File: config.mk
export PLATFORM = sky130hd
export DESIGN_NAME = half_duplex_uart_buffer_ctrl
export DESIGN_NICKNAME = d
export VERILOG_FILES = /design/src/rtl/hduart_pkg.sv /design/src/rtl/half_duplex_uart_buffer_ctrl.sv /design/src/rtl/hduart_ctrl.sv /design/src/rtl/hduart_dp.sv
export SDC_FILE = /design/constraint.sdc
export NUM_CORES = 1
export LEC_CHECK = 0
export BUFFER_PORTS_ARGS = -buffer_cell sky130_fd_sc_hd__buf_4
export CAP_MARGIN = 20
export CORE_MARGIN = 2
export CORE_UTILIZATION = 50
export CTS_CLUSTER_DIAMETER = 80
export CTS_CLUSTER_SIZE = 28
export DETAILED_ROUTE_END_ITERATION = 8
export GPL_ROUTABILITY_DRIVEN = 0
export PLACE_DENSITY = 0.67
export SLEW_MARGIN = 10
export SYNTH_ARGS = -nofsm -noshare
export SYNTH_HDL_FRONTEND = slang
export SYNTH_SLANG_ARGS = --single-unit
File: constraint.sdc
create_clock -name clk_i -period 3.3 [get_ports clk_i]
set_input_delay 0 -clock clk_i [delete_from_list [all_inputs] [get_ports clk_i]]
set_output_delay 0 -clock clk_i [all_outputs]
set_load 0.01 [all_outputs]
File: src/rtl/hduart_pkg.sv
// Package: word types, event kinds and status codes for the half-duplex UART buffer controller.
package hduart_pkg;

  localparam logic [2:0] KIND_HOST_WRITE = 3'd0;
  localparam logic [2:0] KIND_HOST_READ  = 3'd1;
  localparam logic [2:0] KIND_LINE_RX    = 3'd2;
  localparam logic [2:0] KIND_TX_SLOT    = 3'd3;
  localparam logic [2:0] KIND_TICK       = 3'd4;

  localparam logic [2:0] ST_OK          = 3'd0;
  localparam logic [2:0] ST_TX_FULL     = 3'd1;
  localparam logic [2:0] ST_RX_OVERFLOW = 3'd2;
  localparam logic [2:0] ST_PENDING     = 3'd3;
  localparam logic [2:0] ST_TIMEOUT     = 3'd4;
  localparam logic [2:0] ST_RX_OFF      = 3'd5;

  localparam logic [7:0] TIMEOUT_RESET = 8'd100;

  typedef struct packed {
    logic [2:0] kind;
    logic [7:0] data;
  } in_t;

  typedef struct packed {
    logic [2:0] status;
    logic       read_valid;
    logic [7:0] read_data;
    logic       tx_valid;
    logic [7:0] tx_byte;
    logic       transmit_mode;
  } out_t;

  typedef struct packed {
    logic step;
  } cmd_t;

  typedef enum logic [1:0] {
    S_EMPTY = 2'b01,
    S_FULL  = 2'b10
  } state_e;

endpackage

File: src/rtl/half_duplex_uart_buffer_ctrl.sv
// Top level: half-duplex UART buffer controller, handshake controller plus ring datapath.
// The result word is valid in the cycle after its input word is accepted.
// Throughput: one word per cycle while the result side keeps taking words.
// Both come from the single result register, refilled as its word leaves.
// Reset: rst_ni low clears ring pointers, direction (receive), read wait, the
// result register and loads the timeout register with 100; ring contents are not cleared.
module half_duplex_uart_buffer_ctrl #(
  parameter int RX_DEPTH = 32,
  parameter int TX_DEPTH = 32
) (
  input  logic              clk_i,
  input  logic              rst_ni,
  input  logic              in_valid_i,
  output logic              in_ready_o,
  input  hduart_pkg::in_t   in_data_i,
  output logic              out_valid_o,
  input  logic              out_ready_i,
  output hduart_pkg::out_t  out_data_o,
  input  logic              cfg_we_i,
  input  logic [7:0]        cfg_wdata_i
);

  hduart_pkg::cmd_t cmd;

  hduart_ctrl u_ctrl (
    .clk_i       (clk_i),
    .rst_ni      (rst_ni),
    .in_valid_i  (in_valid_i),
    .in_ready_o  (in_ready_o),
    .out_valid_o (out_valid_o),
    .out_ready_i (out_ready_i),
    .cmd_o       (cmd)
  );

  hduart_dp #(
    .RX_DEPTH (RX_DEPTH),
    .TX_DEPTH (TX_DEPTH)
  ) u_dp (
    .clk_i       (clk_i),
    .rst_ni      (rst_ni),
    .cmd_i       (cmd),
    .in_data_i   (in_data_i),
    .cfg_we_i    (cfg_we_i),
    .cfg_wdata_i (cfg_wdata_i),
    .out_data_o  (out_data_o)
  );

endmodule

File: src/rtl/hduart_ctrl.sv
// Controller: handshake state machine that issues one step per accepted word.
module hduart_ctrl (
  input  logic              clk_i,
  input  logic              rst_ni,
  input  logic              in_valid_i,
  output logic              in_ready_o,
  output logic              out_valid_o,
  input  logic              out_ready_i,
  output hduart_pkg::cmd_t  cmd_o
);

  hduart_pkg::state_e state_q, state_d;
  logic step;

  always_comb begin
    in_ready_o  = 1'b1;
    out_valid_o = 1'b0;
    case (state_q)
      hduart_pkg::S_EMPTY: begin
        in_ready_o  = 1'b1;
        out_valid_o = 1'b0;
      end
      hduart_pkg::S_FULL: begin
        in_ready_o  = out_ready_i;
        out_valid_o = 1'b1;
      end
      default: begin
        in_ready_o  = 1'b0;
        out_valid_o = 1'b0;
      end
    endcase
  end

  assign step = in_valid_i & in_ready_o;

  always_comb begin
    state_d = state_q;
    case (state_q)
      hduart_pkg::S_EMPTY: begin
        if (step) state_d = hduart_pkg::S_FULL;
      end
      hduart_pkg::S_FULL: begin
        if (out_ready_i && !step) state_d = hduart_pkg::S_EMPTY;
      end
      default: state_d = hduart_pkg::S_EMPTY;
    endcase
  end

  always_ff @(posedge clk_i or negedge rst_ni) begin
    if (!rst_ni) begin
      state_q <= hduart_pkg::S_EMPTY;
    end else begin
      state_q <= state_d;
    end
  end

  assign cmd_o.step = step;

endmodule

File: src/rtl/hduart_dp.sv
// Datapath: receive and transmit rings, line direction, read wait timer and result register.
module hduart_dp #(
  parameter int RX_DEPTH = 32,
  parameter int TX_DEPTH = 32
) (
  input  logic              clk_i,
  input  logic              rst_ni,
  input  hduart_pkg::cmd_t  cmd_i,
  input  hduart_pkg::in_t   in_data_i,
  input  logic              cfg_we_i,
  input  logic [7:0]        cfg_wdata_i,
  output hduart_pkg::out_t  out_data_o
);

  localparam int RX_AW = (RX_DEPTH > 1) ? $clog2(RX_DEPTH) : 1;
  localparam int TX_AW = (TX_DEPTH > 1) ? $clog2(TX_DEPTH) : 1;
  localparam logic [RX_AW-1:0] RX_LAST = RX_AW'(RX_DEPTH - 1);
  localparam logic [TX_AW-1:0] TX_LAST = TX_AW'(TX_DEPTH - 1);

  logic [7:0] rx_mem [RX_DEPTH];
  logic [7:0] tx_mem [TX_DEPTH];

  logic [RX_AW-1:0] rx_wp_q, rx_wp_d, rx_rp_q, rx_rp_d, rx_wp_nx, rx_rp_nx;
  logic [TX_AW-1:0] tx_wp_q, tx_wp_d, tx_rp_q, tx_rp_d, tx_wp_nx, tx_rp_nx;
  logic             dir_q, dir_d, waiting_q, waiting_d, armed_q, armed_d;
  logic [7:0]       count_q, count_d, timeout_q;
  logic             rx_we, tx_we;

  logic [2:0] status_q, status_d;
  logic       rvalid_q, rvalid_d, rsel_q, rsel_d, tvalid_q, tvalid_d;
  logic [7:0] rbyte_q, rx_rd_q, tx_rd_q;

  assign rx_wp_nx = (rx_wp_q == RX_LAST) ? '0 : rx_wp_q + 1'b1;
  assign rx_rp_nx = (rx_rp_q == RX_LAST) ? '0 : rx_rp_q + 1'b1;
  assign tx_wp_nx = (tx_wp_q == TX_LAST) ? '0 : tx_wp_q + 1'b1;
  assign tx_rp_nx = (tx_rp_q == TX_LAST) ? '0 : tx_rp_q + 1'b1;

  always_comb begin
    rx_wp_d   = rx_wp_q;
    rx_rp_d   = rx_rp_q;
    tx_wp_d   = tx_wp_q;
    tx_rp_d   = tx_rp_q;
    dir_d     = dir_q;
    waiting_d = waiting_q;
    armed_d   = armed_q;
    count_d   = count_q;
    rx_we     = 1'b0;
    tx_we     = 1'b0;
    status_d  = hduart_pkg::ST_OK;
    rvalid_d  = 1'b0;
    rsel_d    = 1'b0;
    tvalid_d  = 1'b0;
    case (in_data_i.kind)
      hduart_pkg::KIND_HOST_WRITE: begin
        if (tx_wp_nx == tx_rp_q) begin
          status_d = hduart_pkg::ST_TX_FULL;
        end else begin
          tx_we   = 1'b1;
          tx_wp_d = tx_wp_nx;
          dir_d   = 1'b1;
        end
      end
      hduart_pkg::KIND_HOST_READ: begin
        if (rx_rp_q != rx_wp_q) begin
          rvalid_d  = 1'b1;
          rx_rp_d   = rx_rp_nx;
          waiting_d = 1'b0;
          armed_d   = 1'b0;
        end else begin
          status_d  = hduart_pkg::ST_PENDING;
          waiting_d = 1'b1;
          armed_d   = !dir_q;
          if (!dir_q) count_d = timeout_q;
        end
      end
      hduart_pkg::KIND_LINE_RX: begin
        if (dir_q) begin
          status_d = hduart_pkg::ST_RX_OFF;
        end else if (waiting_q) begin
          rvalid_d  = 1'b1;
          rsel_d    = 1'b1;
          waiting_d = 1'b0;
          armed_d   = 1'b0;
        end else if (rx_wp_nx == rx_rp_q) begin
          status_d = hduart_pkg::ST_RX_OVERFLOW;
        end else begin
          rx_we   = 1'b1;
          rx_wp_d = rx_wp_nx;
        end
      end
      hduart_pkg::KIND_TX_SLOT: begin
        if (tx_rp_q == tx_wp_q) begin
          dir_d = 1'b0;
          if (waiting_q && !armed_q) begin
            armed_d = 1'b1;
            count_d = timeout_q;
          end
        end else begin
          tvalid_d = 1'b1;
          tx_rp_d  = tx_rp_nx;
        end
      end
      hduart_pkg::KIND_TICK: begin
        if (waiting_q) begin
          status_d = hduart_pkg::ST_PENDING;
          if (armed_q) begin
            if (count_q <= 8'd1) begin
              count_d   = '0;
              armed_d   = 1'b0;
              waiting_d = 1'b0;
              status_d  = hduart_pkg::ST_TIMEOUT;
            end else begin
              count_d = count_q - 8'd1;
            end
          end
        end
      end
      default: ;
    endcase
  end

  always_ff @(posedge clk_i or negedge rst_ni) begin
    if (!rst_ni) begin
      rx_wp_q   <= '0;
      rx_rp_q   <= '0;
      tx_wp_q   <= '0;
      tx_rp_q   <= '0;
      dir_q     <= 1'b0;
      waiting_q <= 1'b0;
      armed_q   <= 1'b0;
      count_q   <= '0;
      status_q  <= hduart_pkg::ST_OK;
      rvalid_q  <= 1'b0;
      rsel_q    <= 1'b0;
      tvalid_q  <= 1'b0;
    end else if (cmd_i.step) begin
      rx_wp_q   <= rx_wp_d;
      rx_rp_q   <= rx_rp_d;
      tx_wp_q   <= tx_wp_d;
      tx_rp_q   <= tx_rp_d;
      dir_q     <= dir_d;
      waiting_q <= waiting_d;
      armed_q   <= armed_d;
      count_q   <= count_d;
      status_q  <= status_d;
      rvalid_q  <= rvalid_d;
      rsel_q    <= rsel_d;
      tvalid_q  <= tvalid_d;
    end
  end

  always_ff @(posedge clk_i or negedge rst_ni) begin
    if (!rst_ni) begin
      timeout_q <= hduart_pkg::TIMEOUT_RESET;
    end else if (cfg_we_i) begin
      timeout_q <= cfg_wdata_i;
    end
  end

  always_ff @(posedge clk_i) begin
    if (cmd_i.step) begin
      rbyte_q <= in_data_i.data;
    end
  end

  always_ff @(posedge clk_i) begin
    if (cmd_i.step) begin
      if (rx_we) rx_mem[rx_wp_q] <= in_data_i.data;
      rx_rd_q <= rx_mem[rx_rp_q];
    end
  end

  always_ff @(posedge clk_i) begin
    if (cmd_i.step) begin
      if (tx_we) tx_mem[tx_wp_q] <= in_data_i.data;
      tx_rd_q <= tx_mem[tx_rp_q];
    end
  end

  assign out_data_o.status        = status_q;
  assign out_data_o.read_valid    = rvalid_q;
  assign out_data_o.read_data     = !rvalid_q ? 8'd0 : (rsel_q ? rbyte_q : rx_rd_q);
  assign out_data_o.tx_valid      = tvalid_q;
  assign out_data_o.tx_byte       = tvalid_q ? tx_rd_q : 8'd0;
  assign out_data_o.transmit_mode = dir_q;

endmodule

==> flow_summary_export.csv, run 1 <==
group,metric,value,unit
logic_synthesis,synth_edf_count,536,
clock_network,clock_latency,600,ps
setup_path,crit_path_max_incr_delay,470,ps
routing,drc,0,
min_path,worstHoldPathType,"input pin to register",
floorplanning,die_w,223,um
logic_synthesis,yosysSeqAreaShare,72.1,%
global_routing,use_met1,30.7,%
logic_synthesis,syn_nets,1236,
floorplanning,initial_core_util,50.4,%
run_status,violations,"hold timing",
global_routing,grt_use_met3,3.38,%
routing,routed_via_density,6.08,
setup_path,cp.arrival,3220,ps
sta,period_needed,2960,ps
sta,setup_tns,0,ps
final_layout,fillers,3503,
final_layout,seq_area,0.0173,mm2
sta,rsz0062_at_grt,"false",
global_routing,first_global_vias,11500,
logic_synthesis,yosysUniqueCellTypes,52,
floorplanning,dieArea,0.0497,mm2
setup_path,path_max_fanout,29,
setup_path,path_cells,"ha_1 > and3_1 > ha_1 > nor2_1 > mux2i_1 > xor2_1 > a31oi_2 > buf_4 > and3_1",
setup_path,cp_num_buf_inv,1,
routing,wl_per_cell,26.3,um
clock_network,postCtsSetupBuffers,0,
final_layout,final_common_cell,"edfxtp_1",
final_layout,fin_area,0.0261,mm2
pwr,p_switching,0.00517,W
global_routing,busiest_layer,"met2",
final_layout,drive_gt1_share,23.4,%
routing,antenna_left,0,
floorplanning,die_y,223,um
floorplanning,core.rowCount,80,
setup_path,critPathSlowestCell,"dfrtp_1",
clock_network,cts_root_buffer,"clkbuf_16",
sta,setup_viol,0,
routing,drt_iter0_markers,1364,
pwr,power_frac_seq,49.4,%
setup_path,startpoint_type,"register",
clock_network,cts.sinks,583,
flow_run,cap_violations,0,
final_layout,layout.cells.most_common_list,"edfxtp_1, mux4_2, and3_1",
run_status,status,"finished, violations left",
final_layout,diodes,0,
logic_synthesis,synthesis.area,0.0239,mm2
sta,hold_slack,-17.3,ps
sta,finalHoldViolCount,5,
logic_synthesis,async_reset_ff_share,8.06,%
place,dp.final_hpwl,30.1,mm
sta,period_share,89.6,%
global_routing,grt_max_degree,70,
logic_synthesis,synth.area.top_cells,"edfxtp_1, mux4_2, dfrtp_1, mux4_1, and3_1",
logic_synthesis,synthCells,1193,
clock_network,cts_made_buffers,27,
place,placed_area,0.0250,mm2
sta,maxSlewViolCount,0,
clock_network,ctsHtreeMaxLevel,1,
clock_network,cts_tree,"yes",
floorplanning,core,0.0475,mm2
place,port_buffers,47,
sta,fmax,338,MHz
clock_network,clk_path_buf_depth,3,
floorplanning,num_io_pins,48,
sta,worst_slew_margin_rel,43.6,%
sta,fin_skew,16.4,ps
setup_path,worstSetupPathType,"register to register",
sta,worstMarginPinSlew,846,ps
final_layout,syn2layout_area_growth,9.12,%
global_routing,antenna_found_initial,1,
setup_path,cpLargestDelayFamily,"simple AND/OR/NAND/NOR gates",
setup_path,required,3560,ps
global_routing,grt_pass1_wl,74.7,mm
pwr,internal_power,0.0125,W
logic_synthesis,synth_top_area_share,67.2,%
logic_synthesis,ys_ff_latch,583,
pwr,total_leakage_power,8.68,nW
logic_synthesis,synthFlopType,"edfxtp_1",
pwr,pwr-share-clk,22.3,%
logic_synthesis,ys_warn_count,0,
global_routing,grt_usage,20.2,%
logic_synthesis,postSynthAreaPerCell,20.1,um2
global_routing,grt-ovfl-total,0,
global_routing,met2_usage,31.0,%
pwr,power_frac_comb,28.3,%
pwr,switching_share,29.3,%
clock_network,clk_pin_slew,110,ps
setup_path,crit_path_end_kind,"register",
routing,routed_wl,49.7,mm
routing,vias,11500,
logic_synthesis,yosysTopAreaCell,"edfxtp_1",
final_layout,multi_input_area,0.00626,mm2
final_layout,finalNetCount,1302,
pwr,ir_drop,0.370,mV
pwr,power.density,676,mW/mm2
routing,dr.pass1.iters,5,
==> worst register-to-register path, cell delays in order, from the launching register on <==
cell and delay [ps]:
dfrtp_1 470, ha_1 240, and3_1 180, ha_1 260, nor2_1 140, mux2i_1 110
xor2_1 170, a31oi_2 230, buf_4 340, and3_1 480
==> final timing paths <==
check                                     endpoint             start  slack, ps  cells after the start
worst max-delay path            u_dp.tx_mem[26][5]   u_dp.tx_wp_q[0]        340                      9
worst min-delay path             u_dp.tx_mem[7][4]      in_data_i[4]        -20                      1
worst max register to register  u_dp.tx_mem[26][5]   u_dp.tx_wp_q[0]        340                      9
worst min register to register    u_dp.status_q[2]  u_dp.status_q[2]        510                      2
max in group asynchronous          u_dp.tx_rp_q[0]            rst_ni       2550                      4
min in group asynchronous        u_dp.timeout_q[5]            rst_ni        470                      3
==> cells in the mapped netlist, types with 14 or more instances <==
| master | instances |
|---|---|
| edfxtp_1 | 536 |
| clkbuf_1 | 38 |
| dfrtp_1 | 43 |
| buf_2 | 14 |
| nand2_1 | 40 |
| mux2_2 | 34 |
| o21ai_0 | 21 |
| mux2i_1 | 14 |
| mux4_2 | 139 |
| xnor2_1 | 20 |
| mux4_1 | 21 |
| and3_1 | 73 |
| nor2_1 | 31 |
| ha_1 | 19 |
==> power by group through the flow <==
stage / sequential (W) / clock [W] / combinational, W
after floorplan: 0.00874 / 0 / 0.00359
after CTS: 0.00873 / 0.00403 / 0.00503
final: 0.00873 / 0.00394 / 0.00500
after global routing: 0.00878 / 0.00428 / 0.00536
after detailed placement: 0.00889 / 0 / 0.00496
after global placement: 0.00888 / 0 / 0.00494
==> final cells by class <==
type	instances	area share, %
clock buffer	34	2.69
clock inverter	10	0.536
multi-input combinational	530	23.9
tap	615	2.94
inverter	12	0.172
timing repair buffer	105	3.56
sequential	583	66.1
==> sequential cells by signal (all words and copies together), names as in the netlist, 8 cells and up <==
name	count
u_dp.timeout_q	8
u_dp.tx_rd_q	8
u_dp.rx_rd_q	8
u_dp.rx_mem	256
u_dp.rbyte_q	8
u_dp.count_q	8
u_dp.tx_mem	256
==> routing by layer <==
metal | vias to the layer above | share of wire (%) | routed length (um)
met5 | - | 0 | 0
met4 | 0 | 2.0 | 1020
met3 | 59 | 7.1 | 3530
met2 | 426 | 47 | 23200
met1 | 5996 | 44 | 22000
li1 | 4996 | - | -
==> cell families after synthesis <==
logic type	count (synthesis)	share of synthesized area, %
AND/OR/NAND/NOR	212	4.84
adder cells (fa/ha/maj)	19	0.993
flip-flops	583	72.1
buffers and inverters	80	1.78
AO/OA/AOI/OAI	62	1.61
multiplexers	209	17.6
XOR/XNOR	28	1.02
==> per-stage QoR <==
step | hold WS [ps] | cells | total power (W) | setup slack (ps) | util, %
2_1_floorplan | -296 | 1193 | 0.0123 | 15.2 | -
3_3_place_gp | 58.4 | 1815 | 0.0138 | 443 | 52.5
3_5_place_dp | 65.0 | 1815 | 0.0139 | 366 | 52.5
4_1_cts | 11.6 | 1889 | 0.0178 | 334 | 55.0
5_1_grt | 9.92 | 1889 | 0.0184 | 153 | 55.0
6_report | -17.3 | 1889 | 0.0177 | 345 | 55.0
==> what timing repair did <==
item / in CTS / in global routing
resized for setup: 0 / 0
hold endpoints to repair: 75 / 0
hold buffers: 30 / 0
(Power assumes the default switching activity.)
==> run 2: changes to the inputs <==
--- a/config.mk
+++ b/config.mk
@@ -7,13 +7,14 @@
 export LEC_CHECK = 0
 export BUFFER_PORTS_ARGS = -buffer_cell sky130_fd_sc_hd__buf_4
 export CAP_MARGIN = 20
+export CORE_ASPECT_RATIO = 1.1
 export CORE_MARGIN = 2
-export CORE_UTILIZATION = 50
+export CORE_UTILIZATION = 55
 export CTS_CLUSTER_DIAMETER = 80
 export CTS_CLUSTER_SIZE = 28
 export DETAILED_ROUTE_END_ITERATION = 8
 export GPL_ROUTABILITY_DRIVEN = 0
-export PLACE_DENSITY = 0.67
+export PLACE_DENSITY = 0.74
 export SLEW_MARGIN = 10
 export SYNTH_ARGS = -nofsm -noshare
 export SYNTH_HDL_FRONTEND = slang
==> flow_summary_export.csv, run 2 (synthesis results as in run 1) <==
group,metric,value,unit
sta,maxSlewViolCount,0,
global_routing,grt-ovfl-total,0,
final_layout,finalNetCount,1304,
flow_run,cap_violations,0,
sta,finalHoldViolCount,0,
run_status,status,"completed",
setup_path,path_max_fanout,34,
sta,setup_viol,0,
floorplanning,core.rowCount,80,
final_layout,diodes,0,
clock_network,cts_root_buffer,"clkbuf_16",
floorplanning,die_y,223,um
floorplanning,num_io_pins,48,
routing,vias,11400,
final_layout,fillers,2922,
pwr,power.density,675,mW/mm2
clock_network,cts_tree,"yes",
routing,drt_iter0_markers,1360,
routing,routed_wl,48.6,mm
clock_network,cts_made_buffers,26,
place,dp_slack,357,ps
setup_path,path_cells,"ha_1 > and3_1 > ha_1 > nor2_1 > mux2i_1 > xor2_1 > a31oi_2 > buf_4 > and3_1",
floorplanning,initial_core_util,55.5,%
routing,wl_per_cell,26.3,um
floorplanning,core,0.0431,mm2
clock_network,post_cts_resized,0,
final_layout,drive_gt1_share,23.5,%
sta,setup_tns,0,ps
routing,dr.pass1.iters,5,
global_routing,antenna_found_initial,0,
clock_network,clock_latency,600,ps
place,dp_cells,1778,
clock_network,ctsHtreeMaxLevel,1,
setup_path,required,3540,ps
sta,period_needed,2970,ps
final_layout,stdcell_count,1848,
routing,drc,0,
setup_path,critPathSlowestCell,"and3_1",
final_layout,layout.cells.most_common_list,"edfxtp_1, mux4_2, and3_1",
sta,worst_slew_margin_rel,43.7,%
clock_network,cts.sinks,583,
sta,fin_ws,327,ps
global_routing,first_global_vias,11700,
sta,fmax,336,MHz
sta,hold_slack,3.29,ps
floorplanning,die_w,203,um
final_layout,syn2layout_area_growth,9.04,%
min_path,worstHoldPathType,"input pin to register",
pwr,total_leakage_power,8.70,nW
sta,fin_skew,24.4,ps
sta,worstMarginPinSlew,844,ps
global_routing,grt_usage,22.0,%
setup_path,startpoint_type,"register",
setup_path,crit_path_max_incr_delay,490,ps
global_routing,grt_pass1_wl,73.9,mm
place,port_buffers,47,
setup_path,cp.arrival,3210,ps
global_routing,grt_max_degree,68,
clock_network,clk_path_buf_depth,3,
sta,rsz0062_at_grt,"false",
sta,period_share,90.1,%
place,dp.final_hpwl,30.3,mm
setup_path,crit_path_end_kind,"register",
routing,routed_via_density,6.19,
pwr,ir_drop,0.494,mV
clock_network,clk_pin_slew,100,ps
setup_path,worstSetupPathType,"register to register",
routing,antenna_left,0,
final_layout,final_common_cell,"edfxtp_1",
floorplanning,dieArea,0.0452,mm2
final_layout,top_regs,"u_dp.rx_mem: 256 flops, u_dp.tx_mem: 256 flops",
[run 2: cell count changes in the layout (fill, tap and decap cells not counted)]
cell	before	now
buf_12	4	8
inv_12	1	0
clkinv_8	2	3
inv_6	2	0
inv_16	1	0
dlygate4sd3_1	29	28
[run 2: final timing paths]
path                                  startpoint                 to  slack (ps)  depth (start not counted)
worst max-delay path             u_dp.tx_wp_q[0]  u_dp.tx_mem[3][3]         330                          9
worst min register to register  u_dp.status_q[2]   u_dp.status_q[2]         520                          2
worst max register to register   u_dp.tx_wp_q[0]  u_dp.tx_mem[3][3]         330                          9
max in group asynchronous                 rst_ni    u_dp.tx_rp_q[0]        2500                          4
min in group asynchronous                 rst_ni    u_dp.rx_wp_q[4]         330                          3
worst min-delay path                in_data_i[3]  u_dp.rx_mem[5][3]           3                          1
[run 2: area by class of cell]
type                       instances  area [um2]  share of cell area (%)
sequential                       583       17300                    66.2
multi-input combinational        530        6260                    24.0
timing repair buffer             108        1000                    3.83
tap                              574         718                    2.75
clock buffer                      34         702                    2.69
clock inverter                     7         103                   0.393
inverter                          12        45.0                   0.172
[run 2: where the power goes]
part	internal, W	total (W)	switching (W)
combinational	0.00252	0.00500	0.00248
sequential	0.00841	0.00881	0.000401
clock	0.00162	0.00382	0.00220
total	0.0125	0.0176	0.00508
[run 2: timing repair]
action	4_1_cts	5_1_grt
endpoints found under the hold margin	67	0
buffers inserted	0	0
hold buffers	29	0
[run 2: critical path: cells and delay by family, from the launching register on]
kind            cells  cell delay [ps]
compound gates      1              220
xor+xnor            1              170
fa+ha+maj           2              500
buf+inv             1              350
flops               1              460
mux                 1              100
simple gates        3              810
[run 2: routing by layer]
metal  track usage [%]  routed length [um]  vias up
met5                 0                   0        -
met2              37.8               25300      387
met4              5.89                1170        0
met3              2.72                2650       61
met1              30.4               19500     6001
li1                  -                   -     4988
[run 2: stage by stage]
| step | utilization, % | area [um2] | power [W] |
|---|---|---|---|
| floorplan | - | 23900 | 0.0123 |
| global placement | 58.0 | 25000 | 0.0139 |
| detailed placement | 58.0 | 25000 | 0.0139 |
| CTS | 60.5 | 26100 | 0.0177 |
| global route | 60.5 | 26100 | 0.0183 |
| finish | 60.5 | 26100 | 0.0176 |
